**config.mk**
```make
export PLATFORM = sky130hd
export DESIGN_NAME = v4n_lane
export DESIGN_NICKNAME = d
export VERILOG_FILES = /design/src/v4n_lane.sv
export SDC_FILE = /design/constraint.sdc
export NUM_CORES = 2
export LEC_CHECK = 0
export ABC_AREA = 1
export BUFFER_PORTS_ARGS = -buffer_cell sky130_fd_sc_hd__buf_4
export CORE_ASPECT_RATIO = 0.5
export CORE_MARGIN = 1.5
export CORE_UTILIZATION = 55
export CTS_CLUSTER_SIZE = 20
export DETAILED_ROUTE_END_ITERATION = 10
export PLACE_DENSITY = 0.73
export SYNTH_ARGS = -nofsm -noshare
export SYNTH_HDL_FRONTEND = slang
export SYNTH_SLANG_ARGS = --single-unit
```
**constraint.sdc**
```tcl
create_clock -name clk_i -period 14.25 [get_ports clk_i]
set_input_delay 2.85 -clock clk_i [delete_from_list [all_inputs] [get_ports clk_i]]
set_output_delay 2.85 -clock clk_i [all_outputs]
set_load 0.005 [all_outputs]
```
**src/v4n_lane.sv**
```systemverilog
`timescale 1ns / 1ps
// One component lane: magnitude of the selected operand and its square.
module v4n_lane (
  input  logic        clk_i,
  input  logic        en_i,
  input  logic        diff_i,
  input  logic [31:0] a_i,
  input  logic [31:0] b_i,
  input  logic [30:0] tol_i,
  output logic [32:0] mag_o,
  output logic        neg_o,
  output logic        within_o,
  output logic [63:0] sq_o
);
  logic signed [32:0] d;
  logic [32:0]        m;
  logic [32:0]        mag_q;
  logic [63:0]        sq_q;

  always_comb begin
    d = $signed({a_i[31], a_i}) - (diff_i ? $signed({b_i[31], b_i}) : 33'sd0);
    m = d[32] ? 33'(-d) : 33'(d);
  end

  always_ff @(posedge clk_i) begin
    if (en_i) begin
      mag_q    <= m;
      neg_o    <= a_i[31];
      within_o <= (m <= {2'b00, tol_i});
      sq_q     <= m[32] ? 64'hFFFF_FFFF_FFFF_FFFF : 64'(m[31:0] * m[31:0]);
    end
  end

  assign mag_o = mag_q;
  assign sq_o  = sq_q;
endmodule

```
==> flow_metrics.tcl <==
set metrics [dict create \
    run_status "finished, final reports clean" \
    cell_row_count 67 \
    port_buffers 196 \
    clock_tree.htree_level_count 3 \
    worst_setup_path_class "in -> reg" \
    synth-seq-area-share_pct 7.99 \
    mostFrequentLayoutCell "sky130_fd_sc_hd__inv_1" \
    ctsLongestPathBuffers 2 \
    grt_overflow 0 \
    synthesis.yosys.warnings 0 \
    timing.fmax_ghz 0.0737 \
    total_routed_length_mm 112 \
    clk_transition_reported_paths_ns 0.08 \
    route.vias.total 30200 \
    worst-endpoint-required_ns 14.41 \
    synth.net_count 5744 \
    design.die.area_um2 69400 \
    hold_path.startpoint "a_i[31]" \
    drv_cap 0 \
    timing.final.setup_violations 0 \
    drcViolationCount 0 \
    die_x_um 371 \
    antenna_found_initial 0 \
    min_path_type "in -> reg" \
    final_min_period_over_clock_period_pct 95.3 \
    clock_tree.root_cell "sky130_fd_sc_hd__clkbuf_16" \
    synth_top_area_share_pct 43.1 \
    layout.nets 5947 \
    period_needed_ns 13.58 \
    critPathMaxStageDelay_ns 0.55 \
    report.final.slew_viol_count 0 \
    async_reset_ff_share_pct 0 \
    postSynth.topFlopCell "sky130_fd_sc_hd__edfxtp_1" \
    critical_path_peak_fanout 32 \
    post_synth_main_area_contributors "sky130_fd_sc_hd__fa_1, sky130_fd_sc_hd__inv_1, sky130_fd_sc_hd__ha_1" \
    wire_length_of_the_first_global_routing_pass_mm 179 \
    most-common-layout-cells "sky130_fd_sc_hd__inv_1, sky130_fd_sc_hd__fa_1, sky130_fd_sc_hd__nand2_1" \
    floorplan.core_area_um2 67000 \
    rsz0062_at_grt "false" \
    worstSetupStartpointType "input port" \
    worst_setup_ep_type "flip-flop" \
    cp_data_arrival_time_ns 13.74 \
    pin_slew_with_the_least_headroom_to_its_limit_ns 0.952 \
    syn-instance-count 4506 \
    tns_ns 0 \
    die_y_um 187 \
    syn_area_um2 37200 \
    pin_count_of_the_biggest_net_entering_global_routing 58 \
    floorplan.io_pins 197 \
    number_of_synthesized_flops_with_an_enable_pin 99 \
    gr-usage-all-layers_pct 34.2 \
    slew-limit-headroom_pct 36.0 \
    initial_core_util_pct 55.6 \
    dp_hpwl_mm 95.0 \
    routabilityCongestion 1.02 \
    cts_inserted_buffers 9 \
    share_of_cells_above_drive_strength_1_pct 8.95 \
    yosysUniqueCellTypes 54 \
    first_iter_violations 2894 \
    via_count_of_the_first_global_routing_pass 32900 \
    timing.final.ws_setup_ns 0.674 \
    area_delta_synth_final_pct 8.29 \
    crit_slowest_cell "sky130_fd_sc_hd__fa_1" \
    post_drt_via_cell_ratio 5.38 \
    final_antenna_net_count 0 \
    clock_sinks 99 \
    dp_slack_ns 0.545 \
    total_of_hold_buffers_inserted_after_clock_tree_synthesis 0 \
    syn-mean-instance-area_um2 8.26 \
    netlist.top_cell.by_area "sky130_fd_sc_hd__fa_1" \
    routed_wire_length_per_instance_um 20.0 \
    antennaDiodeCount 0 \
    final-hold-violation-count 0 \
    hold_ws_ns 2.66 \
    ys_ff_latch 99 \
    worst_setup_path_startpoint "diff_i" \
    clock_tree_from_tritoncts "done" \
    detail_route.first_pass.iterations 6 \
]
area by class of cell:
type	count	area, um^2
Fill cell	5945	26700
Timing Repair Buffer	289	2180
Clock inverter	6	38.8
Multi-Input combinational cell	2937	28600
Tap cell	897	1120
Inverter	1373	5170
Sequential cell	99	2970
Clock buffer	10	229
cell families (layout without fill, tap and decap cells):
logic type	Yosys count	in the layout	share of synthesized area (%)
AOI/OAI and AO/OA	294	294	4.50
DFF	99	99	7.99
adders and majority gates	1140	1140	54.5
xor gates and xnor gates	58	58	1.45
and+or+nand+nor	1445	1445	16.3
buffers and inverters	1470	1678	15.3
critical path, delay by kind of cell:
family                   cells  cell delay (ns)
AND/OR/NAND/NOR             23             4.11
AO/OA/AOI/OAI                2             0.33
adder cells (fa/ha/maj)     11             4.97
buffers and inverters        9             1.48
routing by layer:
layer  track usage, %  up-vias  share of wire (%)
li1                 -    13500                  -
met1             45.7    14900                 40
met2             55.0     1436                 45
met3             7.26      297                 10
met4             13.2        0                4.3
met5                0        -                  0
repair_timing:
| item | in CTS | in global routing |
|---|---|---|
| endpoints found under the setup margin | 0 | 1 |
| setup buffers | 0 | 0 |
| gates resized for setup | 0 | 1 |
stage by stage:
step                      instances  area [um^2]  util, %
after floorplan                4506        37200        -
after global placement         5595        40000     59.8
after detailed placement       5595        40000     59.8
after CTS                      5611        40300     60.2
after global routing           5611        40300     60.2
final                          5611        40300     60.2
cells in the mapped netlist (21+ instances only):
| cell type | instances |
|---|---|
| sky130_fd_sc_hd__inv_1 | 1343 |
| sky130_fd_sc_hd__fa_1 | 801 |
| sky130_fd_sc_hd__nand2_1 | 700 |
| sky130_fd_sc_hd__nor2_1 | 481 |
| sky130_fd_sc_hd__ha_1 | 339 |
| sky130_fd_sc_hd__a21oi_1 | 141 |
| sky130_fd_sc_hd__nand3_1 | 106 |
| sky130_fd_sc_hd__edfxtp_1 | 99 |
| sky130_fd_sc_hd__o21ai_0 | 58 |
| sky130_fd_sc_hd__buf_2 | 53 |
| sky130_fd_sc_hd__xor2_1 | 36 |
| sky130_fd_sc_hd__nand4_1 | 33 |
| sky130_fd_sc_hd__a31oi_1 | 22 |
| sky130_fd_sc_hd__clkbuf_1 | 22 |
| sky130_fd_sc_hd__inv_2 | 22 |
| sky130_fd_sc_hd__or2_2 | 22 |
| sky130_fd_sc_hd__nor3_1 | 21 |
flip-flops by register name, summed over array words and instances (netlist names):
| signal | count |
|---|---|
| sq_o | 64 |
| within_o | 1 |
| mag_o | 33 |
| neg_o | 1 |
path summary, 6_finish.rpt:
path | end | cells after the start
setup / recovery | sq_o[58] | 45
hold / removal | neg_o | 1
Power is not shown: default switching activity piles up to over one toggle a cycle in this logic, so the estimate is an artifact.
